File: src/design/epr_pkg.sv
// Types and constants shared by the range meter modules.
package epr_pkg;

   localparam logic [1:0] REQ_START = 2'd0;
   localparam logic [1:0] REQ_EDGE  = 2'd1;
   localparam logic [1:0] REQ_TICK  = 2'd2;

   localparam logic [15:0]        TIMEOUT_RESET   = 16'd6000;
   localparam logic [15:0]        SPEED_RESET     = 16'd33140;
   localparam logic signed [16:0] SPEED_BASE      = 17'sd33140;
   localparam logic signed [16:0] SPEED_PER_TENTH = 17'sd6;
   localparam logic [15:0]        DUTY_SCALE      = 16'd25600;
   localparam logic [16:0]        DIST_DIVISOR    = 17'd125000;
   localparam logic [14:0]        DIST_MAX        = 15'd32767;
   localparam logic [14:0]        TIMEOUT_DIST    = 15'd25600;

   // floor(x / 125000) = ((x >> 3) * DIST_RECIP) >> 43 for every x below DIST_SAT_PRODUCT
   localparam logic [31:0]        DIST_SAT_PRODUCT = 32'd4096000000;
   localparam logic [29:0]        DIST_RECIP       = 30'd562949954;
   localparam int                 DIST_PRE_SHIFT   = 3;
   localparam int                 DIST_RECIP_SHIFT = 43;

   typedef enum logic [3:0] {
      PH_IDLE  = 4'b0001,
      PH_RISE1 = 4'b0010,
      PH_RISE2 = 4'b0100,
      PH_FALL  = 4'b1000
   } phase_type;

   typedef enum logic [6:0] {
      C_IDLE     = 7'b0000001,
      C_MOD      = 7'b0000010,
      C_DUTY_MUL = 7'b0000100,
      C_DUTY_DIV = 7'b0001000,
      C_DIST_MUL = 7'b0010000,
      C_DIST_DIV = 7'b0100000,
      C_DONE     = 7'b1000000
   } calc_state_type;

   typedef struct packed {
      logic start;
      logic ack;
   } calc_ctl_type;

   typedef struct packed {
      logic busy;
      logic done;
   } calc_sts_type;

endpackage

File: src/design/epr_channels.sv
// Handshake channel interfaces of the range meter.
interface epr_req_if;
   logic              valid;
   logic              ready;
   logic [1:0]        req_type;
   logic signed [11:0] temperature_tenths;
   logic              edge_falling;
   logic [15:0]       edge_time;

   modport source (output valid, req_type, temperature_tenths, edge_falling, edge_time,
                   input ready);
   modport sink (input valid, req_type, temperature_tenths, edge_falling, edge_time,
                 output ready);
endinterface

interface epr_rsp_if;
   logic        valid;
   logic        ready;
   logic        timed_out;
   logic [15:0] period_ticks;
   logic [15:0] width_ticks;
   logic [14:0] duty_q8;
   logic [14:0] distance_q8;
   logic        zero_period;

   modport source (output valid, timed_out, period_ticks, width_ticks, duty_q8,
                   distance_q8, zero_period, input ready);
   modport sink (input valid, timed_out, period_ticks, width_ticks, duty_q8,
                 distance_q8, zero_period, output ready);
endinterface

interface epr_csr_if;
   logic        valid;
   logic        ready;
   logic [15:0] data;

   modport source (output valid, data, input ready);
   modport sink (input valid, data, output ready);
endinterface

File: src/design/epr_div.sv
// Restoring divider, one quotient bit per cycle, shared by the modulo and duty divisions.
module epr_div #(
   parameter int DIVW = 32
) (
   input  logic            clock,
   input  logic            reset,
   input  logic            start,
   input  logic [DIVW-1:0] dividend,
   input  logic [DIVW-1:0] divisor,
   output logic            done,
   output logic [DIVW-1:0] quot,
   output logic [DIVW-1:0] rem
);
   localparam int CW = $clog2(DIVW);

   logic [DIVW-1:0] acc_ff, acc_in;
   logic [DIVW-1:0] q_ff, q_in;
   logic [DIVW-1:0] dvs_ff, dvs_in;
   logic [CW-1:0]   cnt_ff, cnt_in;
   logic            busy_ff, busy_in;
   logic            done_ff, done_in;
   logic [DIVW:0]   shifted;
   logic [DIVW:0]   diff;

   always_comb begin
      shifted = {acc_ff, q_ff[DIVW-1]};
      diff    = shifted - {1'b0, dvs_ff};
      acc_in  = acc_ff;
      q_in    = q_ff;
      dvs_in  = dvs_ff;
      cnt_in  = cnt_ff;
      busy_in = busy_ff;
      done_in = 1'b0;
      if (start) begin
         acc_in  = '0;
         q_in    = dividend;
         dvs_in  = divisor;
         cnt_in  = CW'(DIVW - 1);
         busy_in = 1'b1;
      end else if (busy_ff) begin
         // keep the trial difference only when it does not borrow
         if (!diff[DIVW]) begin
            acc_in = diff[DIVW-1:0];
         end else begin
            acc_in = shifted[DIVW-1:0];
         end
         q_in = {q_ff[DIVW-2:0], !diff[DIVW]};
         if (cnt_ff == '0) begin
            busy_in = 1'b0;
            done_in = 1'b1;
         end else begin
            cnt_in = cnt_ff - 1'b1;
         end
      end
   end

   always_ff @(posedge clock) begin
      acc_ff <= acc_in;
      q_ff   <= q_in;
      dvs_ff <= dvs_in;
      cnt_ff <= cnt_in;
      if (reset) begin
         busy_ff <= 1'b0;
         done_ff <= 1'b0;
      end else begin
         busy_ff <= busy_in;
         done_ff <= done_in;
      end
   end

   assign done = done_ff;
   assign quot = q_ff;
   assign rem  = acc_ff;
endmodule

File: src/design/epr_calc.sv
// Sequencer: modulo and duty through one divider, distance by reciprocal multiplication.
module epr_calc #(
   parameter int STAMP_BITS = 16
) (
   input  logic                  clock,
   input  logic                  reset,
   input  epr_pkg::calc_ctl_type ctl,
   input  logic [STAMP_BITS-1:0] period,
   input  logic [STAMP_BITS-1:0] width_raw,
   input  logic [15:0]           speed,
   output epr_pkg::calc_sts_type sts,
   output logic [15:0]           period_ticks,
   output logic [15:0]           width_ticks,
   output logic [14:0]           duty_q8,
   output logic [14:0]           distance_q8,
   output logic                  zero_period
);
   import epr_pkg::*;

   localparam int DIVW = STAMP_BITS + 16;

   calc_state_type          state_ff, state_in;
   logic [STAMP_BITS-1:0]   per_ff, per_in;
   logic [STAMP_BITS-1:0]   wid_ff, wid_in;
   logic [15:0]             speed_ff, speed_in;
   logic [14:0]             duty_ff, duty_in;
   logic [14:0]             dist_ff, dist_in;
   logic                    zp_ff, zp_in;
   logic [DIVW-1:0]         dprod_ff, dprod_in;

   logic                    div_start;
   logic [DIVW-1:0]         div_dividend;
   logic [DIVW-1:0]         div_divisor;
   logic                    div_done;
   logic [DIVW-1:0]         div_quot;
   logic [DIVW-1:0]         div_rem;
   logic [15:0]             mul_b;
   logic [DIVW-1:0]         product;
   logic [DIVW-1:0]         per_ext;
   logic [DIVW-1:0]         wid_ext;
   logic [63:0]             dprod_wide;
   logic [28:0]             dist_y;
   logic [58:0]             recip_prod;

   // the divider's operand register follows the multiplier
   assign mul_b   = (state_ff == C_DUTY_MUL) ? DUTY_SCALE : speed_ff;
   assign product = DIVW'(wid_ff) * DIVW'(mul_b);
   assign per_ext = DIVW'(per_ff);
   assign wid_ext = DIVW'(wid_ff);

   assign dprod_wide = 64'(dprod_ff);
   assign dist_y     = dprod_wide[DIST_PRE_SHIFT+28:DIST_PRE_SHIFT];
   assign recip_prod = 59'(dist_y) * 59'(DIST_RECIP);

   always_comb begin
      state_in     = state_ff;
      per_in       = per_ff;
      wid_in       = wid_ff;
      speed_in     = speed_ff;
      duty_in      = duty_ff;
      dist_in      = dist_ff;
      zp_in        = zp_ff;
      dprod_in     = dprod_ff;
      div_start    = 1'b0;
      div_dividend = product;
      div_divisor  = DIVW'(per_ff);
      case (state_ff)
         C_IDLE: begin
            if (ctl.start) begin
               per_in   = period;
               speed_in = speed;
               if (period == '0) begin
                  wid_in   = '0;
                  duty_in  = '0;
                  dist_in  = '0;
                  zp_in    = 1'b1;
                  state_in = C_DONE;
               end else begin
                  zp_in        = 1'b0;
                  div_start    = 1'b1;
                  div_dividend = DIVW'(width_raw);
                  div_divisor  = DIVW'(period);
                  state_in     = C_MOD;
               end
            end
         end
         C_MOD: begin
            if (div_done) begin
               wid_in   = div_rem[STAMP_BITS-1:0];
               state_in = C_DUTY_MUL;
            end
         end
         C_DUTY_MUL: begin
            div_start = 1'b1;
            state_in  = C_DUTY_DIV;
         end
         C_DUTY_DIV: begin
            if (div_done) begin
               duty_in  = div_quot[14:0];
               state_in = C_DIST_MUL;
            end
         end
         C_DIST_MUL: begin
            // hold width times speed for the reciprocal multiply
            dprod_in = product;
            state_in = C_DIST_DIV;
         end
         C_DIST_DIV: begin
            // saturate before narrowing to the field
            if (dprod_wide >= 64'(DIST_SAT_PRODUCT)) begin
               dist_in = DIST_MAX;
            end else begin
               dist_in = recip_prod[DIST_RECIP_SHIFT+14:DIST_RECIP_SHIFT];
            end
            state_in = C_DONE;
         end
         C_DONE: begin
            if (ctl.ack) begin
               state_in = C_IDLE;
            end
         end
         default: begin
            state_in = C_IDLE;
         end
      endcase
   end

   always_ff @(posedge clock) begin
      per_ff   <= per_in;
      wid_ff   <= wid_in;
      speed_ff <= speed_in;
      duty_ff  <= duty_in;
      dist_ff  <= dist_in;
      zp_ff    <= zp_in;
      dprod_ff <= dprod_in;
      if (reset) begin
         state_ff <= C_IDLE;
      end else begin
         state_ff <= state_in;
      end
   end

   epr_div #(
      .DIVW (DIVW)
   ) u_div (
      .clock    (clock),
      .reset    (reset),
      .start    (div_start),
      .dividend (div_dividend),
      .divisor  (div_divisor),
      .done     (div_done),
      .quot     (div_quot),
      .rem      (div_rem)
   );

   assign sts.busy     = (state_ff != C_IDLE);
   assign sts.done     = (state_ff == C_DONE);
   assign period_ticks = per_ext[15:0];
   assign width_ticks  = wid_ext[15:0];
   assign duty_q8      = duty_ff;
   assign distance_q8  = dist_ff;
   assign zero_period  = zp_ff;
endmodule

File: src/design/echo_pulse_range_meter_unit.sv
// A tick that times out offers its result item in the following cycle. The closing falling edge
// starts the arithmetic sequencer, which runs modulo and duty through the divider (one quotient
// bit per cycle) and distance by reciprocal multiplication before the item is offered; a zero
// period skips the arithmetic. No input item is taken meanwhile, nor while a result item waits
// for the sink.
// Synchronous active-high reset: idle, timeout limit 6000, speed 33140, counters clear.
module echo_pulse_range_meter_unit #(
   parameter int STAMP_BITS = 16
) (
   input logic      clock,
   input logic      reset,
   epr_req_if.sink  req_ch,
   epr_rsp_if.source rsp_ch,
   epr_csr_if.sink  csr_ch
);
   import epr_pkg::*;

   localparam int EXTW = STAMP_BITS + 16;

   phase_type             phase_ff, phase_in;
   logic [STAMP_BITS-1:0] first_ff, first_in;
   logic [STAMP_BITS-1:0] second_ff, second_in;
   logic [15:0]           wait_ff, wait_in;
   logic [15:0]           speed_ff, speed_in;
   logic [15:0]           timeout_ff;

   logic                  rsp_valid_ff, rsp_valid_in;
   logic                  to_ff;
   logic [15:0]           per_out_ff;
   logic [15:0]           wid_out_ff;
   logic [14:0]           duty_out_ff;
   logic [14:0]           dist_out_ff;
   logic                  zp_out_ff;

   calc_ctl_type          calc_ctl;
   calc_sts_type          calc_sts;
   logic [15:0]           calc_per;
   logic [15:0]           calc_wid;
   logic [14:0]           calc_duty;
   logic [14:0]           calc_dist;
   logic                  calc_zp;

   logic                  slot_free;
   logic                  accept;
   logic                  timeout_hit;
   logic [EXTW-1:0]       edge_ext;
   logic [STAMP_BITS-1:0] stamp;
   logic [STAMP_BITS-1:0] period;
   logic [STAMP_BITS-1:0] width_raw;
   logic signed [16:0]    tenths_ext;
   logic signed [16:0]    speed_sum;

   assign slot_free     = !rsp_valid_ff || rsp_ch.ready;
   assign req_ch.ready  = !calc_sts.busy && slot_free;
   assign accept        = req_ch.valid && req_ch.ready;
   assign csr_ch.ready  = 1'b1;

   assign edge_ext   = EXTW'(req_ch.edge_time);
   assign stamp      = edge_ext[STAMP_BITS-1:0];
   assign period     = second_ff - first_ff;
   assign width_raw  = stamp - second_ff;
   assign tenths_ext = 17'(req_ch.temperature_tenths);
   assign speed_sum  = SPEED_BASE + tenths_ext * SPEED_PER_TENTH;

   always_comb begin
      phase_in       = phase_ff;
      first_in       = first_ff;
      second_in      = second_ff;
      wait_in        = wait_ff;
      speed_in       = speed_ff;
      timeout_hit    = 1'b0;
      calc_ctl.start = 1'b0;
      calc_ctl.ack   = calc_sts.done && slot_free;
      if (accept) begin
         case (req_ch.req_type)
            REQ_START: begin
               speed_in = speed_sum[15:0];
               phase_in = PH_RISE1;
               wait_in  = '0;
            end
            REQ_TICK: begin
               if (phase_ff != PH_IDLE) begin
                  if (wait_ff >= timeout_ff) begin
                     timeout_hit = 1'b1;
                     phase_in    = PH_IDLE;
                     wait_in     = '0;
                  end else begin
                     wait_in = wait_ff + 1'b1;
                  end
               end
            end
            REQ_EDGE: begin
               // drop edges of the wrong polarity without touching the wait count
               case (phase_ff)
                  PH_RISE1: begin
                     if (!req_ch.edge_falling) begin
                        first_in = stamp;
                        phase_in = PH_RISE2;
                        wait_in  = '0;
                     end
                  end
                  PH_RISE2: begin
                     if (!req_ch.edge_falling) begin
                        second_in = stamp;
                        phase_in  = PH_FALL;
                        wait_in   = '0;
                     end
                  end
                  PH_FALL: begin
                     if (req_ch.edge_falling) begin
                        calc_ctl.start = 1'b1;
                        phase_in       = PH_IDLE;
                        wait_in        = '0;
                     end
                  end
                  default: begin
                  end
               endcase
            end
            default: begin
            end
         endcase
      end
   end

   always_comb begin
      rsp_valid_in = rsp_valid_ff;
      if (timeout_hit || calc_ctl.ack) begin
         rsp_valid_in = 1'b1;
      end else if (rsp_ch.ready) begin
         rsp_valid_in = 1'b0;
      end
   end

   always_ff @(posedge clock) begin
      if (reset) begin
         phase_ff     <= PH_IDLE;
         first_ff     <= '0;
         second_ff    <= '0;
         wait_ff      <= '0;
         speed_ff     <= SPEED_RESET;
         timeout_ff   <= TIMEOUT_RESET;
         rsp_valid_ff <= 1'b0;
      end else begin
         phase_ff     <= phase_in;
         first_ff     <= first_in;
         second_ff    <= second_in;
         wait_ff      <= wait_in;
         speed_ff     <= speed_in;
         rsp_valid_ff <= rsp_valid_in;
         if (csr_ch.valid) begin
            timeout_ff <= csr_ch.data;
         end
      end
   end

   // hold the result item until the sink takes it
   always_ff @(posedge clock) begin
      if (timeout_hit) begin
         to_ff       <= 1'b1;
         per_out_ff  <= '0;
         wid_out_ff  <= '0;
         duty_out_ff <= '0;
         dist_out_ff <= TIMEOUT_DIST;
         zp_out_ff   <= 1'b0;
      end else if (calc_ctl.ack) begin
         to_ff       <= 1'b0;
         per_out_ff  <= calc_per;
         wid_out_ff  <= calc_wid;
         duty_out_ff <= calc_duty;
         dist_out_ff <= calc_dist;
         zp_out_ff   <= calc_zp;
      end
   end

   epr_calc #(
      .STAMP_BITS (STAMP_BITS)
   ) u_calc (
      .clock        (clock),
      .reset        (reset),
      .ctl          (calc_ctl),
      .period       (period),
      .width_raw    (width_raw),
      .speed        (speed_ff),
      .sts          (calc_sts),
      .period_ticks (calc_per),
      .width_ticks  (calc_wid),
      .duty_q8      (calc_duty),
      .distance_q8  (calc_dist),
      .zero_period  (calc_zp)
   );

   assign rsp_ch.valid        = rsp_valid_ff;
   assign rsp_ch.timed_out    = to_ff;
   assign rsp_ch.period_ticks = per_out_ff;
   assign rsp_ch.width_ticks  = wid_out_ff;
   assign rsp_ch.duty_q8      = duty_out_ff;
   assign rsp_ch.distance_q8  = dist_out_ff;
   assign rsp_ch.zero_period  = zp_out_ff;
endmodule

File: src/flat_wrapper.sv
// flat-port wrapper written by rule: the top's interface ports become plain ports
module echo_pulse_range_meter_unit_flat import epr_pkg::*;
#(
   parameter int STAMP_BITS = 16
)
  (clock, reset, req_ch_valid, req_ch_req_type, req_ch_temperature_tenths, req_ch_edge_falling, req_ch_edge_time, req_ch_ready, rsp_ch_valid, rsp_ch_timed_out, rsp_ch_period_ticks, rsp_ch_width_ticks, rsp_ch_duty_q8, rsp_ch_distance_q8, rsp_ch_zero_period, rsp_ch_ready, csr_ch_valid, csr_ch_data, csr_ch_ready);
  epr_req_if req_ch_i ();
  epr_rsp_if rsp_ch_i ();
  epr_csr_if csr_ch_i ();
  input logic clock;
  input logic reset;
  input wire logic [$bits(req_ch_i.valid)-1:0] req_ch_valid;
  input wire logic [$bits(req_ch_i.req_type)-1:0] req_ch_req_type;
  input wire logic [$bits(req_ch_i.temperature_tenths)-1:0] req_ch_temperature_tenths;
  input wire logic [$bits(req_ch_i.edge_falling)-1:0] req_ch_edge_falling;
  input wire logic [$bits(req_ch_i.edge_time)-1:0] req_ch_edge_time;
  output wire logic [$bits(req_ch_i.ready)-1:0] req_ch_ready;
  output wire logic [$bits(rsp_ch_i.valid)-1:0] rsp_ch_valid;
  output wire logic [$bits(rsp_ch_i.timed_out)-1:0] rsp_ch_timed_out;
  output wire logic [$bits(rsp_ch_i.period_ticks)-1:0] rsp_ch_period_ticks;
  output wire logic [$bits(rsp_ch_i.width_ticks)-1:0] rsp_ch_width_ticks;
  output wire logic [$bits(rsp_ch_i.duty_q8)-1:0] rsp_ch_duty_q8;
  output wire logic [$bits(rsp_ch_i.distance_q8)-1:0] rsp_ch_distance_q8;
  output wire logic [$bits(rsp_ch_i.zero_period)-1:0] rsp_ch_zero_period;
  input wire logic [$bits(rsp_ch_i.ready)-1:0] rsp_ch_ready;
  input wire logic [$bits(csr_ch_i.valid)-1:0] csr_ch_valid;
  input wire logic [$bits(csr_ch_i.data)-1:0] csr_ch_data;
  output wire logic [$bits(csr_ch_i.ready)-1:0] csr_ch_ready;
  assign req_ch_i.valid = req_ch_valid;
  assign req_ch_i.req_type = req_ch_req_type;
  assign req_ch_i.temperature_tenths = req_ch_temperature_tenths;
  assign req_ch_i.edge_falling = req_ch_edge_falling;
  assign req_ch_i.edge_time = req_ch_edge_time;
  assign req_ch_ready = req_ch_i.ready;
  assign rsp_ch_valid = rsp_ch_i.valid;
  assign rsp_ch_timed_out = rsp_ch_i.timed_out;
  assign rsp_ch_period_ticks = rsp_ch_i.period_ticks;
  assign rsp_ch_width_ticks = rsp_ch_i.width_ticks;
  assign rsp_ch_duty_q8 = rsp_ch_i.duty_q8;
  assign rsp_ch_distance_q8 = rsp_ch_i.distance_q8;
  assign rsp_ch_zero_period = rsp_ch_i.zero_period;
  assign rsp_ch_i.ready = rsp_ch_ready;
  assign csr_ch_i.valid = csr_ch_valid;
  assign csr_ch_i.data = csr_ch_data;
  assign csr_ch_ready = csr_ch_i.ready;
  echo_pulse_range_meter_unit #(.STAMP_BITS(STAMP_BITS)) u_core (.clock(clock), .reset(reset), .req_ch(req_ch_i), .rsp_ch(rsp_ch_i), .csr_ch(csr_ch_i));
endmodule
File: config.mk
export PLATFORM = sky130hd
export DESIGN_NAME = echo_pulse_range_meter_unit_flat
export DESIGN_NICKNAME = d
export VERILOG_FILES = /design/src/design/epr_pkg.sv /design/src/design/epr_channels.sv /design/src/design/epr_div.sv /design/src/design/epr_calc.sv /design/src/design/echo_pulse_range_meter_unit.sv /design/src/flat_wrapper.sv
export SDC_FILE = /design/constraint.sdc
export NUM_CORES = 2
export LEC_CHECK = 0
export BUFFER_PORTS_ARGS = -buffer_cell sky130_fd_sc_hd__buf_2
export CORE_ASPECT_RATIO = 0.5
export CORE_UTILIZATION = 45
export CTS_BUF_LIST = sky130_fd_sc_hd__clkbuf_4 sky130_fd_sc_hd__clkbuf_8 sky130_fd_sc_hd__clkbuf_16
export CTS_CLUSTER_SIZE = 28
export DETAILED_ROUTE_END_ITERATION = 7
export SYNTH_ARGS = -nofsm -noshare
export SYNTH_HDL_FRONTEND = slang
export SYNTH_SLANG_ARGS = --single-unit
File: constraint.sdc
create_clock -name clock -period 7.6 [get_ports clock]
set_input_delay 1.52 -clock clock [delete_from_list [all_inputs] [get_ports clock]]
set_output_delay 1.52 -clock clock [all_outputs]
set_load 0.02 [all_outputs]
==> flow_metrics.tcl <==
set metrics [dict create \
    outcome "finished, final reports clean" \
    dieArea_um2 88300 \
    cts_buffers 38 \
    max_stage_delay_ns 0.57 \
    power_density_nw_per_um2 101 \
    vias 28100 \
    yosysUniqueCellTypes 82 \
    clockBufferDepth 3 \
    cp_common_cell "fa_1" \
    period_needed_ns 7.32 \
    synthArstFlopShare 0 \
    start_util 0.455 \
    grt_start_max_net_pins 70 \
    syn_to_final_growth_pct 11.1 \
    ys_top_cells_by_area "fa_1 (26%), ha_1 (17%), edfxtp_1 (12%), dfxtp_1 (9.9%), inv_1 (8.2%)" \
    die_w_um 419 \
    start_kind "flip-flop" \
    slew_headroom 0.262 \
    floorplan.rows 76 \
    grt_first_pass_wirelength_mm 160 \
    yosysWarnings 0 \
    grt_pass1_vias 29200 \
    portBuffers 117 \
    clk_latency_ns 0.57 \
    period_share 0.963 \
    hpwlAfterDp_mm 82.6 \
    final_max_slew_viol_count 0 \
    drt_first_pass_iters 5 \
    ir_worst_vdd_uv 151 \
    routed_wl_mm 100 \
    min_path_type "flip-flop to flip-flop" \
    routedWlPerCell_um 18.4 \
    crit_slowest_cell "fa_1" \
    syn_area_um2 39200 \
    synth_edf_count 157 \
    num_io_pins 119 \
    ys_ff_latch 351 \
    clock_sinks 351 \
    drc 0 \
    tightest_slew_ns 1.11 \
    grtUsageTotal 0.232 \
    cts_max_level 2 \
    synth_top_cell_by_area "fa_1" \
    hold_viol_final 0 \
    total_power_mw 4.40 \
    gp_congestion 0.912 \
    crit_chain "buf_4 -> fa_1 -> fa_1 -> fa_1 -> inv_1 -> fa_1 -> inv_1 -> fa_1 -> fa_1 -> fa_1 -> fa_1 -> ha_4 -> nand2_1 -> o21ai_0 -> a2111oi_2 -> o41ai_2 -> nor4_1 -> buf_4 -> nor2_1 -> a311oi_2 -> xor2_1 -> a21oi_1" \
    clockRootBuffer "clkbuf_16" \
    fin_cells 5467 \
    overflow 0 \
    rsz0062_at_grt "true" \
    p_leak_nw 21.2 \
    path_class "flip-flop to flip-flop" \
    placed_cells 5368 \
    synth_cells 4066 \
    cp_max_fo 8 \
    worstPathArrival_ns 7.60 \
    first_iter_violations 1562 \
    clkTransAtPathRegs_ns 0.06 \
    cp-end-kind "flip-flop" \
    critical_path_required_ns 7.88 \
    antenna_left 0 \
    num-nets-final 5376 \
    drv_cap 0 \
    vias_per_cell 5.15 \
    drive_above_1_share 0.0961 \
    fmax_ghz 0.137 \
    die_h_um 211 \
    cts_tree "yes" \
    finalClockSkew_ns 0.0397 \
    antenna_found_initial 5 \
    hold_buffers 0 \
    synth_ff_type "dfxtp_1" \
    synth_nets 5175 \
    yosysSeqAreaShare 0.220 \
    syn_avg_cell_area_um2 9.63 \
    core_um2 86200 \
    finalSetupViolCount 0 \
    yosys.area.top_type_share 0.262 \
]
## repair_timing
item	in CTS	in global routing
endpoints found under the setup margin	2	21
buffers inserted	5	24
pin swaps	2	11
resized for setup	1	34
## cell usage in the layout, fill, tap and decap left out, types with 11 or more instances in the layout
cell and n:
a211oi_1 48, a21o_1 46, a21oi_1 177, a31oi_1 13, and2_1 69, and3_1 102
buf_2 117, buf_4 162, clkbuf_16 38, clkbuf_4 12, dfxtp_1 193, edfxtp_1 157
fa_1 512, ha_1 535, inv_1 851, mux2i_1 61, nand2_1 386, nand2b_1 23
nand3_1 50, nand4_1 23, nor2_1 177, nor2b_1 16, nor3_1 36, nor4_1 17
o211ai_1 30, o21a_1 22, o21ai_0 80, o31ai_1 11, xnor2_1 64, xor2_1 50
## registers in the layout, indices dropped and copies added (netlist names), 16 cells and up
signal / cells
u_core.wait_ff: 16
u_core.u_calc.dprod_ff: 31
u_core.second_ff: 16
u_core.u_calc.width_ticks: 16
u_core.timeout_ff: 16
u_core.rsp_ch.width_ticks: 16
u_core.u_calc.u_div.rem: 32
u_core.first_ff: 16
u_core.u_calc.u_div.dvs_ff: 16
u_core.u_calc.u_div.quot: 32
u_core.u_calc.period_ticks: 16
u_core.rsp_ch.period_ticks: 16
## Yosys cell counts, types with 22 or more instances
cell,n
inv_1,855
ha_1,544
fa_1,513
nand2_1,387
dfxtp_1,194
a21oi_1,180
nor2_1,179
edfxtp_1,157
clkbuf_1,109
and3_1,102
o21ai_0,82
and2_1,71
xnor2_1,64
mux2i_1,61
nand3_1,50
xor2_1,50
a211oi_1,48
a21o_1,46
nor3_1,39
o211ai_1,30
nand2b_1,23
nand4_1,23
o21a_1,22
## path summary, 6_finish.rpt
check | start | to | slack (ns) | depth (start not counted)
min reg2reg | u_core.speed_ff[2]$_SDFFE_PP1P_ | u_core.u_calc.speed_ff[2]$_DFFE_PP_ | 0.43 | 0
max reg2reg | u_core.u_calc.dprod_ff[18]$_DFFE_PN_ | u_core.u_calc.distance_q8[7]$_SDFFCE_PN0P_ | 0.28 | 22
min | u_core.speed_ff[2]$_SDFFE_PP1P_ | u_core.u_calc.speed_ff[2]$_DFFE_PP_ | 0.43 | 0
max | u_core.u_calc.dprod_ff[18]$_DFFE_PN_ | u_core.u_calc.distance_q8[7]$_SDFFCE_PN0P_ | 0.28 | 22
## final cells by class
type,count,area (µm²)
diodes,1,2.50
clock inverters,14,204
flip-flops and latches,351,8600
well taps,1170,1460
clock buffers,55,1110
fillers,8065,42700
inverters,856,3210
repair buffers,283,1860
multi-input cells,2737,27000
## logic make-up after synthesis
group,count (synthesis),share of synthesized area
flops,351,0.220
fa+ha+maj,1057,0.436
xor+xnor,114,0.0255
compound gates,527,0.0869
mux,70,0.0185
buf+inv,978,0.0948
simple gates,968,0.119
other cells,1,0.0000958
## stage by stage
| step | hold slack (ns) | cell area [µm²] | TNS [ns] | util | setup WS [ns] |
|---|---|---|---|---|---|
| after floorplan | 0.408 | 39200 | 0 | - | 0.0749 |
| after global placement | 0.414 | 41800 | 0 | 0.485 | 0.0666 |
| after detailed placement | 0.415 | 41800 | -0.0732 | 0.485 | -0.0399 |
| after CTS | 0.430 | 43100 | 0 | 0.501 | 0.0392 |
| after global routing | 0.443 | 43500 | -0.0296 | 0.505 | -0.0284 |
| final | 0.431 | 43500 | 0 | 0.505 | 0.281 |
## power by group
part | leakage (nW) | switching (mW) | internal (mW)
logic | 17.7 | 0.234 | 0.176
clock network | 0.655 | 0.794 | 1.16
registers | 2.91 | 0.0415 | 2.00
## layer usage
| layer | track usage | vias up | wire length [µm] | share of wire |
|---|---|---|---|---|
| met5 | 0 | - | 50 | 0.00050 |
| met1 | 0.331 | 13800 | 47600 | 0.47 |
| met3 | 0.0383 | 125 | 5290 | 0.053 |
| met4 | 0.0560 | 8 | 2420 | 0.024 |
| li1 | - | 13600 | - | - |
| met2 | 0.369 | 591 | 45000 | 0.45 |
## worst max-delay path: cells and delay by family (launching register included)
family | cells | cell delay, ns
xor gates and xnor gates | 1 | 0.18
adders and majority gates | 9 | 4.32
buffers and inverters | 4 | 0.53
and+or+nand+nor | 3 | 0.41
AOI/OAI and AO/OA | 5 | 1.09
DFF | 1 | 0.53
Power figures use the tool's default switching activity.
